File: config.mk
export PLATFORM = sky130hd
export DESIGN_NAME = cau_combine
export DESIGN_NICKNAME = d
export VERILOG_FILES = /design/src/rtl/core/complex_arith_unit_top_assert.svh /design/src/rtl/core/cau_pkg.sv /design/src/rtl/core/cau_combine.sv
export SDC_FILE = /design/constraint.sdc
export NUM_CORES = 1
export LEC_CHECK = 0
export BUFFER_PORTS_ARGS = -buffer_cell sky130_fd_sc_hd__buf_2
export CAP_MARGIN = 20
export CORE_ASPECT_RATIO = 2
export CORE_MARGIN = 2
export CORE_UTILIZATION = 30
export DETAILED_ROUTE_END_ITERATION = 8
export GPL_TIMING_DRIVEN = 0
export PLACE_DENSITY = 0.49
export SYNTH_ARGS = -nofsm -noshare
export SYNTH_HDL_FRONTEND = slang
export SYNTH_SLANG_ARGS = --single-unit
File: constraint.sdc
create_clock -name clk -period 17.65 [get_ports clk]
set_input_delay 2.6475 -clock clk [delete_from_list [all_inputs] [get_ports clk]]
set_output_delay 2.6475 -clock clk [all_outputs]
set_load 0.01 [all_outputs]
File: src/rtl/core/complex_arith_unit_top_assert.svh
// Assertion macros for the complex arithmetic unit
`ifndef COMPLEX_ARITH_UNIT_TOP_ASSERT_SVH
`define COMPLEX_ARITH_UNIT_TOP_ASSERT_SVH

// same-cycle implication, checked out of reset
`define CAU_ASSERT_IMP(lbl, ante, cons, msg) \
  lbl: assert property (@(posedge clk) disable iff (!rst_n) (ante) |-> (cons)) else $error(msg);

// next-cycle implication, checked out of reset
`define CAU_ASSERT_NXT(lbl, ante, cons, msg) \
  lbl: assert property (@(posedge clk) disable iff (!rst_n) (ante) |=> (cons)) else $error(msg);

`endif

File: src/rtl/core/cau_pkg.sv
`timescale 1ns / 1ps

package cau_pkg;

  typedef enum logic [1:0] {
    OP_ADD = 2'd0,
    OP_SUB = 2'd1,
    OP_MUL = 2'd2,
    OP_DIV = 2'd3
  } op_t;

  localparam logic [31:0] SAT_MAX = 32'h7FFF_FFFF;
  localparam logic [31:0] SAT_MIN = 32'h8000_0000;

  typedef struct packed {
    op_t                kind;
    logic signed [31:0] a_re;
    logic signed [31:0] a_im;
    logic signed [31:0] b_re;
    logic signed [31:0] b_im;
  } in_t;

  typedef struct packed {
    logic signed [31:0] res_re;
    logic signed [31:0] res_im;
    logic               div_zero;
    logic               overflow;
  } out_t;

  typedef struct packed {
    op_t                kind;
    logic signed [63:0] p_rr;
    logic signed [63:0] p_ii;
    logic signed [63:0] p_ri;
    logic signed [63:0] p_ir;
    logic signed [63:0] p_bbr;
    logic signed [63:0] p_bbi;
    logic signed [32:0] s_re;
    logic signed [32:0] s_im;
  } prod_t;

  typedef struct packed {
    op_t                kind;
    logic signed [64:0] x_re;
    logic signed [64:0] x_im;
    logic        [63:0] den;
  } sum_t;

  typedef struct packed {
    logic        div;
    logic        dz;
    logic        neg_re;
    logic        neg_im;
    logic        big_re;
    logic        big_im;
    logic [63:0] mag_re;
    logic [63:0] mag_im;
    logic [63:0] den;
  } mid_t;

endpackage

File: src/rtl/core/cau_combine.sv
`timescale 1ns / 1ps

module cau_combine #(
  parameter int FRAC_BITS = 16
) (
  input  logic           clk,
  input  logic           rst_n,
  input  logic           up_valid,
  output logic           up_stall,
  input  cau_pkg::prod_t up_word,
  output logic           dn_valid,
  input  logic           dn_stall,
  output cau_pkg::mid_t  dn_word
);

  localparam logic [63:0] RND = 64'd1 << (FRAC_BITS - 1);

  logic          va_r;
  logic          vb_r;
  logic          stl_a;
  logic          stl_b;
  cau_pkg::sum_t a_r;
  cau_pkg::sum_t a_nxt;
  cau_pkg::mid_t b_r;
  cau_pkg::mid_t b_nxt;
  logic [64:0]   abs_re;
  logic [64:0]   abs_im;
  logic [63:0]   rnd_re;
  logic [63:0]   rnd_im;

  assign stl_b    = vb_r && dn_stall;
  assign stl_a    = va_r && stl_b;
  assign up_stall = stl_a;
  assign dn_valid = vb_r;
  assign dn_word  = b_r;

  always_comb begin
    a_nxt.kind = up_word.kind;
    a_nxt.den  = $unsigned(up_word.p_bbr) + $unsigned(up_word.p_bbi);
    case (up_word.kind)
      cau_pkg::OP_MUL: begin
        a_nxt.x_re = 65'(up_word.p_rr) - 65'(up_word.p_ii);
        a_nxt.x_im = 65'(up_word.p_ri) + 65'(up_word.p_ir);
      end
      cau_pkg::OP_DIV: begin
        a_nxt.x_re = 65'(up_word.p_rr) + 65'(up_word.p_ii);
        a_nxt.x_im = 65'(up_word.p_ir) - 65'(up_word.p_ri);
      end
      default: begin
        a_nxt.x_re = 65'(up_word.s_re);
        a_nxt.x_im = 65'(up_word.s_im);
      end
    endcase
  end

  always_comb begin
    abs_re = a_r.x_re[64] ? -a_r.x_re : a_r.x_re;
    abs_im = a_r.x_im[64] ? -a_r.x_im : a_r.x_im;
    rnd_re = abs_re[63:0] + RND;
    rnd_im = abs_im[63:0] + RND;
    b_nxt.div    = (a_r.kind == cau_pkg::OP_DIV);
    b_nxt.dz     = b_nxt.div && (a_r.den == 64'd0);
    b_nxt.neg_re = a_r.x_re[64];
    b_nxt.neg_im = a_r.x_im[64];
    b_nxt.big_re = b_nxt.div && ({32'd0, abs_re[63:32]} >= a_r.den);
    b_nxt.big_im = b_nxt.div && ({32'd0, abs_im[63:32]} >= a_r.den);
    b_nxt.den    = a_r.den;
    if (a_r.kind == cau_pkg::OP_MUL) begin
      b_nxt.mag_re = rnd_re >> FRAC_BITS;
      b_nxt.mag_im = rnd_im >> FRAC_BITS;
    end else begin
      b_nxt.mag_re = abs_re[63:0];
      b_nxt.mag_im = abs_im[63:0];
    end
  end

  always_ff @(posedge clk) begin
    if (!rst_n) begin
      va_r <= 1'b0;
      vb_r <= 1'b0;
    end else begin
      if (!stl_a) begin
        va_r <= up_valid;
      end
      if (!stl_b) begin
        vb_r <= va_r;
      end
    end
  end

  always_ff @(posedge clk) begin
    if (!stl_a && up_valid) begin
      a_r <= a_nxt;
    end
    if (!stl_b && va_r) begin
      b_r <= b_nxt;
    end
  end

endmodule

==> reports/qor.yml <==
status: "finished clean"
timing.final.crit_period_ps: 8890
synth-seq-cells: 396
cp.depth: 20
cts_buffers: 39
dr.pass1.iters: 5
critPathLaunch: "up_word[450]"
maxCapViolCount: 0
powerDensity_nw_per_um2: 86.2
fin_util: 0.362
setup_viol: 0
yosys.area.top_type: "edfxtp_1"
final_nets: 5254
hp-class: "register to register"
syn_area_per_cell_um2: 9.00
fin_skew_ps: 35.6
critPathRequiredTime_ps: 18000
synth_simple_gate_area_frac: 0.168
die_y_um: 482
port_buffers: 655
drt-total-wl_mm: 141
fmax_mhz: 112
clkTransAtPathRegs_ps: 70
synth_xor_area_frac: 0.133
vias: 31779
dpl_cell_area_um2: 39900
ant_nets: 0
die_area_um2: 117000
async_flop_share: 0
synth.mux.area_fraction: 0.0181
synth-seq-area-share: 0.346
synth_cell_types: 82
drc: 0
cts.sinks: 396
worst_pin_slew_ps: 1120
cp_max_fo: 10
cp_top_family: "compound AO/OA/AOI/OAI gates"
yosys-top-cells-count: "edfxtp_1, a21oi_1, nor2_1"
gp_congestion: 0.925
ys_top_cells_by_area: "edfxtp_1, ha_1, xnor2_1, a21oi_1, xor2_1"
grt_usage: 0.231
worstPathArrival_ps: 9240
die_w_um: 243
synth-compound-area-share: 0.205
hold_buffers: 0
synth.most_common_cell: "edfxtp_1"
synth-adder-area-share: 0.0969
ys_warn_count: 0
endpoint_kind: "register"
boundaryPins: 656
timing.hold.ws_ps: 444
syn-instance-count: 3812
fin_cells: 6069
synth_top_family_by_area: "compound AO/OA/AOI/OAI gates"
dp_cells: 5995
ir_drop_mv: 0.0604
grt_remaining_overflow: 0
syn-num-nets: 4532
cts_root_buf: "clkbuf_16"
core_area_um2: 114000
grt_pass1_wl_mm: 203
reg2reg_to: "dn_word[110]$_DFFE_PP_"
grt_pass1_vias: 31951
timing_hold_violations_final: 0
rsz0062_at_grt: "false"
multi_input_area_um2: 21300
num_rows: 175
synth_top_area_frac: 0.345
finalCritPeriodShare: 0.504
ctsResizeCount: 0
cp_slowest_cell: "buf_1"
wl_per_cell_um: 23.2
total_power_mw: 3.55
dp_hpwl_mm: 120
p_leak_nw: 16.6
nFillCells: 11811
finalInstanceArea_um2: 41100
critPathLaunchType: "input port"
synth_edf_count: 394
crit_path_end: "a_r[123]$_DFFE_PP_"
crit_type: "input port to register"
vias_per_cell: 5.24
insertion_delay_ps: 620
ctsHtreeMaxLevel: 2
grt_max_degree: 37
start_util: 0.302
critical_path.most_common_cell: "clkbuf_1"
slew_headroom: 0.246
seq_area_um2: 11900
slew_violations: 0
synthesis.area_um2: 34300
ys.flop_type: "edfxtp_1"
reg2reg_depth: 15
cts_tree: "built"
post-cts-setup-buffer-count: 0
antenna_found_initial: 8
area_delta_synth_final_pct: 19.9
reg2reg_slack_ps: 11540
cpPeakStageDelay_ps: 710
timing.rr.start: "a_r[64]$_DFFE_PP_"
cts_max_path_buffers: 3
path_cells: "buf_2 > and2_1 > clkbuf_1 > clkbuf_1 > buf_6 > buf_1 > mux2i_1 > ha_1 > nor2b_1 > o21ai_0 > a21boi_0 > o31a_1 > o311a_1 > a211o_1 > a2111o_1 > nand2_1 > o311ai_0 > a311oi_1 > xnor2_1 > a21o_1"
cp_num_buf_inv: 5
dr.first_iter.drc_count: 1618
drive_gt1_frac: 0.185
[layer usage]
layer | wire length [um] | up-vias | part of all wire | track usage
met3 | 6260 | 207 | 0.044 | 0.0267
met1 | 55000 | 14953 | 0.39 | 0.259
met5 | 43 | - | 0.00031 | 0
li1 | - | 15565 | - | -
met4 | 6320 | 8 | 0.045 | 0.0978
met2 | 73300 | 1046 | 0.52 | 0.438
[cells in the final DEF, fill, tap and decap left out, types with 51 or more instances in the layout]
cell	netlist	routed
nand3_1	66	66
a21o_1	180	180
o21ai_0	249	249
nor2_1	326	326
clkbuf_1	150	155
o31ai_1	56	56
nand4_1	82	82
or3_1	51	51
nand2_1	240	240
xnor2_1	325	325
a21oi_1	372	372
inv_1	137	137
nor4_1	57	57
nor3_1	82	82
ha_1	261	261
xor2_1	195	195
edfxtp_1	394	394
buf_2	2	662
[how the worst min path moves through the flow]
stage | slack (ps) | start | cells after the start | endpoint
floorplan | 420 | a_r[128]$_DFFE_PP_ | 0 | dn_word[194]$_DFFE_PP_
global placement | 430 | a_r[35]$_DFFE_PP_ | 0 | dn_word[35]$_DFFE_PP_
detailed placement | 430 | a_r[58]$_DFFE_PP_ | 0 | dn_word[58]$_DFFE_PP_
CTS | 450 | a_r[58]$_DFFE_PP_ | 0 | dn_word[58]$_DFFE_PP_
global route | 460 | a_r[55]$_DFFE_PP_ | 0 | dn_word[55]$_DFFE_PP_
finish | 440 | a_r[44]$_DFFE_PP_ | 0 | dn_word[44]$_DFFE_PP_
[report_power, final]
group / switching [mW] / internal, mW
sequential: 0.0841 / 1.19
clock: 0.399 / 0.438
combinational: 0.888 / 0.547
[through the flow]
step / worst slack, ps / setup TNS (ps)
after floorplan: 4910 / 0
after global placement: -1300 / -248280
after detailed placement: 8120 / 0
after CTS: 8750 / 0
after global routing: 8340 / 0
final: 8760 / 0
[registers in the layout (all words and copies together), names as in the netlist]
signal	count
va_r	1
a_r	196
dn_word	198
dn_valid	1
[area by class of cell]
type / instances / share of cell area
buffer: 164 / 0.0154
sequential: 396 / 0.289
timing repair buffer: 681 / 0.0904
multi-input combinational: 3113 / 0.518
clock inverter: 26 / 0.00481
antenna: 2 / 0.000122
clock buffer: 44 / 0.0242
tap: 1504 / 0.0457
inverter: 139 / 0.0127
[kinds of logic (layout without fill, tap and decap cells)]
logic type / Yosys count / count (layout)
and+or+nand+nor: 1147 / 1147
AOI/OAI and AO/OA: 1126 / 1126
xor gates and xnor gates: 520 / 520
DFF: 396 / 396
buffers and inverters: 303 / 1054
adders and majority gates: 264 / 264
muxes: 56 / 56
other: 0 / 2
Note: power is estimated with default switching activity, not from simulation.
