[src/rtl/core/complex_arith_unit_top_assert.svh]
// Assertion macros for the complex arithmetic unit
`ifndef COMPLEX_ARITH_UNIT_TOP_ASSERT_SVH
`define COMPLEX_ARITH_UNIT_TOP_ASSERT_SVH

// same-cycle implication, checked out of reset
`define CAU_ASSERT_IMP(lbl, ante, cons, msg) \
  lbl: assert property (@(posedge clk) disable iff (!rst_n) (ante) |-> (cons)) else $error(msg);

// next-cycle implication, checked out of reset
`define CAU_ASSERT_NXT(lbl, ante, cons, msg) \
  lbl: assert property (@(posedge clk) disable iff (!rst_n) (ante) |=> (cons)) else $error(msg);

`endif

[src/rtl/core/cau_pkg.sv]
`timescale 1ns / 1ps

package cau_pkg;

  typedef enum logic [1:0] {
    OP_ADD = 2'd0,
    OP_SUB = 2'd1,
    OP_MUL = 2'd2,
    OP_DIV = 2'd3
  } op_t;

  localparam logic [31:0] SAT_MAX = 32'h7FFF_FFFF;
  localparam logic [31:0] SAT_MIN = 32'h8000_0000;

  typedef struct packed {
    op_t                kind;
    logic signed [31:0] a_re;
    logic signed [31:0] a_im;
    logic signed [31:0] b_re;
    logic signed [31:0] b_im;
  } in_t;

  typedef struct packed {
    logic signed [31:0] res_re;
    logic signed [31:0] res_im;
    logic               div_zero;
    logic               overflow;
  } out_t;

  typedef struct packed {
    op_t                kind;
    logic signed [63:0] p_rr;
    logic signed [63:0] p_ii;
    logic signed [63:0] p_ri;
    logic signed [63:0] p_ir;
    logic signed [63:0] p_bbr;
    logic signed [63:0] p_bbi;
    logic signed [32:0] s_re;
    logic signed [32:0] s_im;
  } prod_t;

  typedef struct packed {
    op_t                kind;
    logic signed [64:0] x_re;
    logic signed [64:0] x_im;
    logic        [63:0] den;
  } sum_t;

  typedef struct packed {
    logic        div;
    logic        dz;
    logic        neg_re;
    logic        neg_im;
    logic        big_re;
    logic        big_im;
    logic [63:0] mag_re;
    logic [63:0] mag_im;
    logic [63:0] den;
  } mid_t;

endpackage

[src/rtl/core/cau_out.sv]
`timescale 1ns / 1ps
`include "complex_arith_unit_top_assert.svh"

module cau_out #(
  parameter int QW = 49
) (
  input  logic          clk,
  input  logic          rst_n,
  input  logic          up_valid,
  output logic          up_stall,
  input  cau_pkg::mid_t up_word,
  input  logic [QW-1:0] up_q_re,
  input  logic [QW-1:0] up_q_im,
  output logic          dn_valid,
  input  logic          dn_stall,
  output cau_pkg::out_t dn_word
);

  function automatic logic [32:0] sat_part(logic neg, logic [63:0] m, logic big);
    logic [31:0] lo;
    lo = m[31:0];
    if (neg) begin
      if (big || m > 64'h8000_0000) begin
        sat_part = {1'b1, cau_pkg::SAT_MIN};
      end else begin
        sat_part = {1'b0, -lo};
      end
    end else begin
      if (big || m > 64'h7FFF_FFFF) begin
        sat_part = {1'b1, cau_pkg::SAT_MAX};
      end else begin
        sat_part = {1'b0, lo};
      end
    end
  endfunction

  logic          v_r;
  cau_pkg::out_t w_r;
  cau_pkg::out_t w_nxt;
  logic [QW:0]   qs_re;
  logic [QW:0]   qs_im;
  logic [63:0]   m_re;
  logic [63:0]   m_im;
  logic [32:0]   sr_re;
  logic [32:0]   sr_im;

  assign up_stall = v_r && dn_stall;
  assign dn_valid = v_r;
  assign dn_word  = w_r;

  always_comb begin
    qs_re = {1'b0, up_q_re} + {{QW{1'b0}}, 1'b1};
    qs_im = {1'b0, up_q_im} + {{QW{1'b0}}, 1'b1};
    if (up_word.div) begin
      m_re = {{(64-QW){1'b0}}, qs_re[QW:1]};
      m_im = {{(64-QW){1'b0}}, qs_im[QW:1]};
    end else begin
      m_re = up_word.mag_re;
      m_im = up_word.mag_im;
    end
    sr_re = sat_part(up_word.neg_re, m_re, up_word.big_re);
    sr_im = sat_part(up_word.neg_im, m_im, up_word.big_im);
    if (up_word.dz) begin
      w_nxt = '0;
      w_nxt.div_zero = 1'b1;
    end else begin
      w_nxt.res_re   = sr_re[31:0];
      w_nxt.res_im   = sr_im[31:0];
      w_nxt.div_zero = 1'b0;
      w_nxt.overflow = sr_re[32] || sr_im[32];
    end
  end

  always_ff @(posedge clk) begin
    if (!rst_n) begin
      v_r <= 1'b0;
    end else if (!up_stall) begin
      v_r <= up_valid;
    end
  end

  always_ff @(posedge clk) begin
    if (!up_stall && up_valid) begin
      w_r <= w_nxt;
    end
  end

  `CAU_ASSERT_IMP(a_dz_clear, v_r && w_r.div_zero, w_r.res_re == '0 && w_r.res_im == '0 && !w_r.overflow, "divide by zero word not cleared")
  `CAU_ASSERT_IMP(a_ovf_limit, v_r && w_r.overflow, w_r.res_re == cau_pkg::SAT_MAX || w_r.res_re == cau_pkg::SAT_MIN || w_r.res_im == cau_pkg::SAT_MAX || w_r.res_im == cau_pkg::SAT_MIN, "overflow without a saturated part")
  `CAU_ASSERT_NXT(a_load, up_valid && !up_stall, v_r, "accepted word lost at output register")

endmodule

[config.mk]
export PLATFORM = sky130hd
export DESIGN_NAME = cau_out
export DESIGN_NICKNAME = d
export VERILOG_FILES = /design/src/rtl/core/cau_pkg.sv /design/src/rtl/core/cau_out.sv
export VERILOG_INCLUDE_DIRS = /design/src /design/src/rtl/core
export SDC_FILE = /design/constraint.sdc
export NUM_CORES = 1
export LEC_CHECK = 0
export BUFFER_PORTS_ARGS = -buffer_cell sky130_fd_sc_hd__buf_4
export CORE_AREA = 2 2 144 146
export CTS_CLUSTER_SIZE = 28
export DETAILED_ROUTE_END_ITERATION = 8
export DIE_AREA = 0 0 146 148
export HOLD_SLACK_MARGIN = 0.03
export PLACE_DENSITY = 0.73
export SYNTH_ARGS = -nofsm -noshare
export SYNTH_HDL_FRONTEND = slang
export SYNTH_SLANG_ARGS = --single-unit
export TNS_END_PERCENT = 100
[constraint.sdc]
create_clock -name clk -period 16.1 [get_ports clk]
set_input_delay 4.83 -clock clk [delete_from_list [all_inputs] [get_ports clk]]
set_output_delay 4.83 -clock clk [all_outputs]
set_load 0.03 [all_outputs]
==> results.md <==
* Worst Hold Class: flip-flop to flip-flop
* Count of cells along the worst hold path at 2
* Hold wc startpoint: dn_valid
* Post-DR vias/cell at 6.21
* Cell area after synthesis at 0.00862 mm^2
* # rows at 52
* YS warnings at 0
* Number of buffers created by CTS at 9
* Status: completed
* Most instantiated cells after synthesis: 106 x nand2_1, 98 x nor2_1, 85 x nand3_1
* Number of enable flip-flop cells after synthesis at 66
* Hold Violations, Final at 0
* Crit path buffers/inverters at 2
* Number of antenna violations at the first check in global routing at 2
* Worst-case register-to-register setup slack at 14480 ps
* Overall track demand over capacity in global routing at 27.7%
* Maximum number of pins on one net before global-route repair at 87
* RSZ-0062 raised after global routing: no
* Largest fanout on the critical path at 3
* Total of cells resized after clock tree synthesis at 0
* Detailed Route Iter0 Violations at 1122
* Via count of the first global-routing pass at 8888
* Final worst clock skew at 4.02 ps
* Relative slew margins at 27.6%
* Worst Reg2Reg Path Length in Cells at 3
* Hold buffer count at cts at 0
* Delay of the slowest critical-path stage at 190 ps
* Most frequently used cell type in the post-synthesis netlist: nand2_1
* Later-pin clock latency in the skew report at 320 ps
* Final RePlAce weighted congestion at 0.946
* IO Pins at 368
* Remaining global-route overflow at 0
* Worst slack at placement at 5960 ps
* Proportion of netlist area held by the largest area contributor at 23.0%
* Reg2Reg Launch Point: dn_valid
* Fill cell count at 1919
* Area taken by flip-flops and latches at 0.00200 mm^2
* Crit path cell chain: buf_4, and2_1, buf_4
* Number of levels the H-tree was split into at 3
* Dominant cell type by count on the critical path: buf_4
* Synth top area cells: edfxtp_1 23%, nand3_1 4.9%, nand2_1 4.6%
* Sink Count at 67
* Max frequency at 0.0986 GHz
* Shortest period the worst path allows at 10140 ps
* Worst path slowest cell: and2_1
* Final routed DRC violation total at 0
* Count of unique library cells instantiated by Yosys at 79
* Async set or reset register ratio after synthesis at 0%
* CTS tree: built
* Largest area contributor in the synthesized netlist: edfxtp_1
* Worst hold path endpoint: dn_valid
* Area added between synthesis and finish at 31.4%
* Maximum buffer depth of the clock tree at 2
* Post-synthesis average cell area at 7.43 um^2
* Initial cell density of the core at 43.0%
* Post-synth net total at 1465
* Worst Max-Slew Pin Slew at 1080 ps
* Leakage at 4.17 nW
* First-pass GRT wire length at 48.4 mm
* Fraction of the core area covered by cells at the end of the flow at 56.5%
* Arrival @ worst endpoint at 5310 ps
* Period Utilization, post-route at 63.0%
* Number of cells on the critical path at 3
* Placeable core area at 0.0200 mm^2
* Vias at 10400
* Number of storage elements in the synthesis netlist at 67
* Clock slew at the register clock pins of the worst setup and hold paths at 50 ps
* Number of failing setup endpoints in the final timing report at 0
* Area of combinational cells with multiple inputs at 0.00616 mm^2
* Antenna violation net count after detailed routing at 0
* Delay-heaviest family, CP: buffers and inverters
* Worst setup slack after layout at 5960 ps
* Maximum VDD drop at 0.0494 mV
* Share of the yosys chip area belonging to registers at 23.2%
* Max-Cap Viols at 0
* Total die area at 0.0216 mm^2
* Kind of critical path: input port to primary output
* Critical path launch point type: input port
* Number of iterations in the first detailed-routing pass at 6
* Chip width at 146 um
* Wire length per cell after detailed routing at 19.0 um
* Fraction of layout instances using a drive strength above 1 at 27.1%
* Final Net Count at 1700
* Capturing element type of the critical path: primary output
* Die Y-Extent at 148 um
* Port Buffers at 303
* Data required time at the worst endpoint at 11270 ps
* Number of cells produced by synthesis at 1159
* Post-CTS setup buffers at 0
* Main flop type after synthesis: edfxtp_1
* Post-detailed-placement half-perimeter wirelength at 24.8 mm
* Setup Total Neg Slack at 0 ps
* Total wire length after detailed routing at 31.7 mm
* Reg-to-reg endpoint: dn_word[18]
* Master cell of the clock root buffer: clkbuf_16
* Power Density at 59.3 mW/mm^2
* Final max-slew violation count at 0
cell families (layout without fill, tap and decap cells):
logic type	Yosys count	count (layout)	share of synthesized area, %
muxes	26	26	3.05
other	0	2	0
xor gates and xnor gates	51	51	5.18
AOI/OAI and AO/OA	312	312	25.7
DFF	67	67	23.2
buffers and inverters	116	356	5.40
adders and majority gates	6	6	0.871
and+or+nand+nor	581	581	36.5
registers in the layout, summed over array words and instances (netlist names):
name      cells
dn_valid      1
dn_word      66
metal layers:
metal / track usage (%) / vias up / part of all wire (%)
met5: 0 / - / 0
met4: 8.83 / 0 / 2.8
met3: 3.30 / 48 / 8.1
met2: 42.2 / 544 / 45
met1: 40.8 / 4750 / 44
li1: - / 5027 / -
metrics by stage:
step                hold slack, ps  total power [W]  cells  instance area [um^2]
global route                   728         0.000699   1671                 11300
global placement               650         0.000432   1653                 10900
CTS                            676         0.000670   1669                 11300
floorplan                      935         0.000335   1159                  8620
detailed placement             666         0.000434   1653                 10900
finish                         674         0.000671   1671                 11300
worst max path at each step:
stage | startpoint | end
finish | dn_stall | up_stall
global placement | dn_stall | up_stall
detailed placement | dn_stall | up_stall
floorplan | dn_stall | up_stall
CTS | dn_stall | up_stall
global route | dn_stall | up_stall
cell type report:
type                       instances  area share [%]
antenna                            2          0.0442
clock buffer                      10            2.02
clock inverter                     6            1.22
inverter                          29           0.962
multi-input combinational        976            54.4
sequential                        67            17.7
tap                              270            2.99
timing repair buffer             311            20.6
power by group:
group | internal [W] | switching [W]
logic | 0.0000919 | 0.000134
registers | 0.000206 | 0.00000304
clock network | 0.000167 | 0.0000692
total | 0.000465 | 0.000206
layout by cell type (no fill, tap or decap), types with 6 or more instances in the layout:
master | netlist | final
and2_1 | 12 | 12
edfxtp_1 | 66 | 66
and4_1 | 21 | 21
xnor2_1 | 32 | 32
o21ai_0 | 62 | 62
a221oi_1 | 7 | 7
clkbuf_16 | 0 | 9
or3_1 | 27 | 27
ha_1 | 6 | 6
nand3_1 | 85 | 85
nor4_1 | 55 | 54
xor2_1 | 19 | 19
nor2_1 | 98 | 98
nand2_1 | 106 | 106
a31o_2 | 24 | 24
a21oi_1 | 57 | 57
a211oi_1 | 11 | 11
or2_2 | 7 | 7
inv_1 | 26 | 26
and3_1 | 21 | 21
mux2i_1 | 24 | 24
or4_1 | 31 | 31
nand4_1 | 47 | 47
o211ai_1 | 16 | 16
o31ai_1 | 32 | 32
a21o_1 | 7 | 7
buf_4 | 0 | 311
nor3_1 | 40 | 40
a31oi_1 | 25 | 25
worst reg2reg max path: cells and delay by family, from the launching register on:
kind / cells / cell delay, ps
buffers and inverters: 1 / 620
flip-flops: 1 / 300
AND/OR/NAND/NOR: 2 / 290
Note: power is estimated with default switching activity, not from simulation.
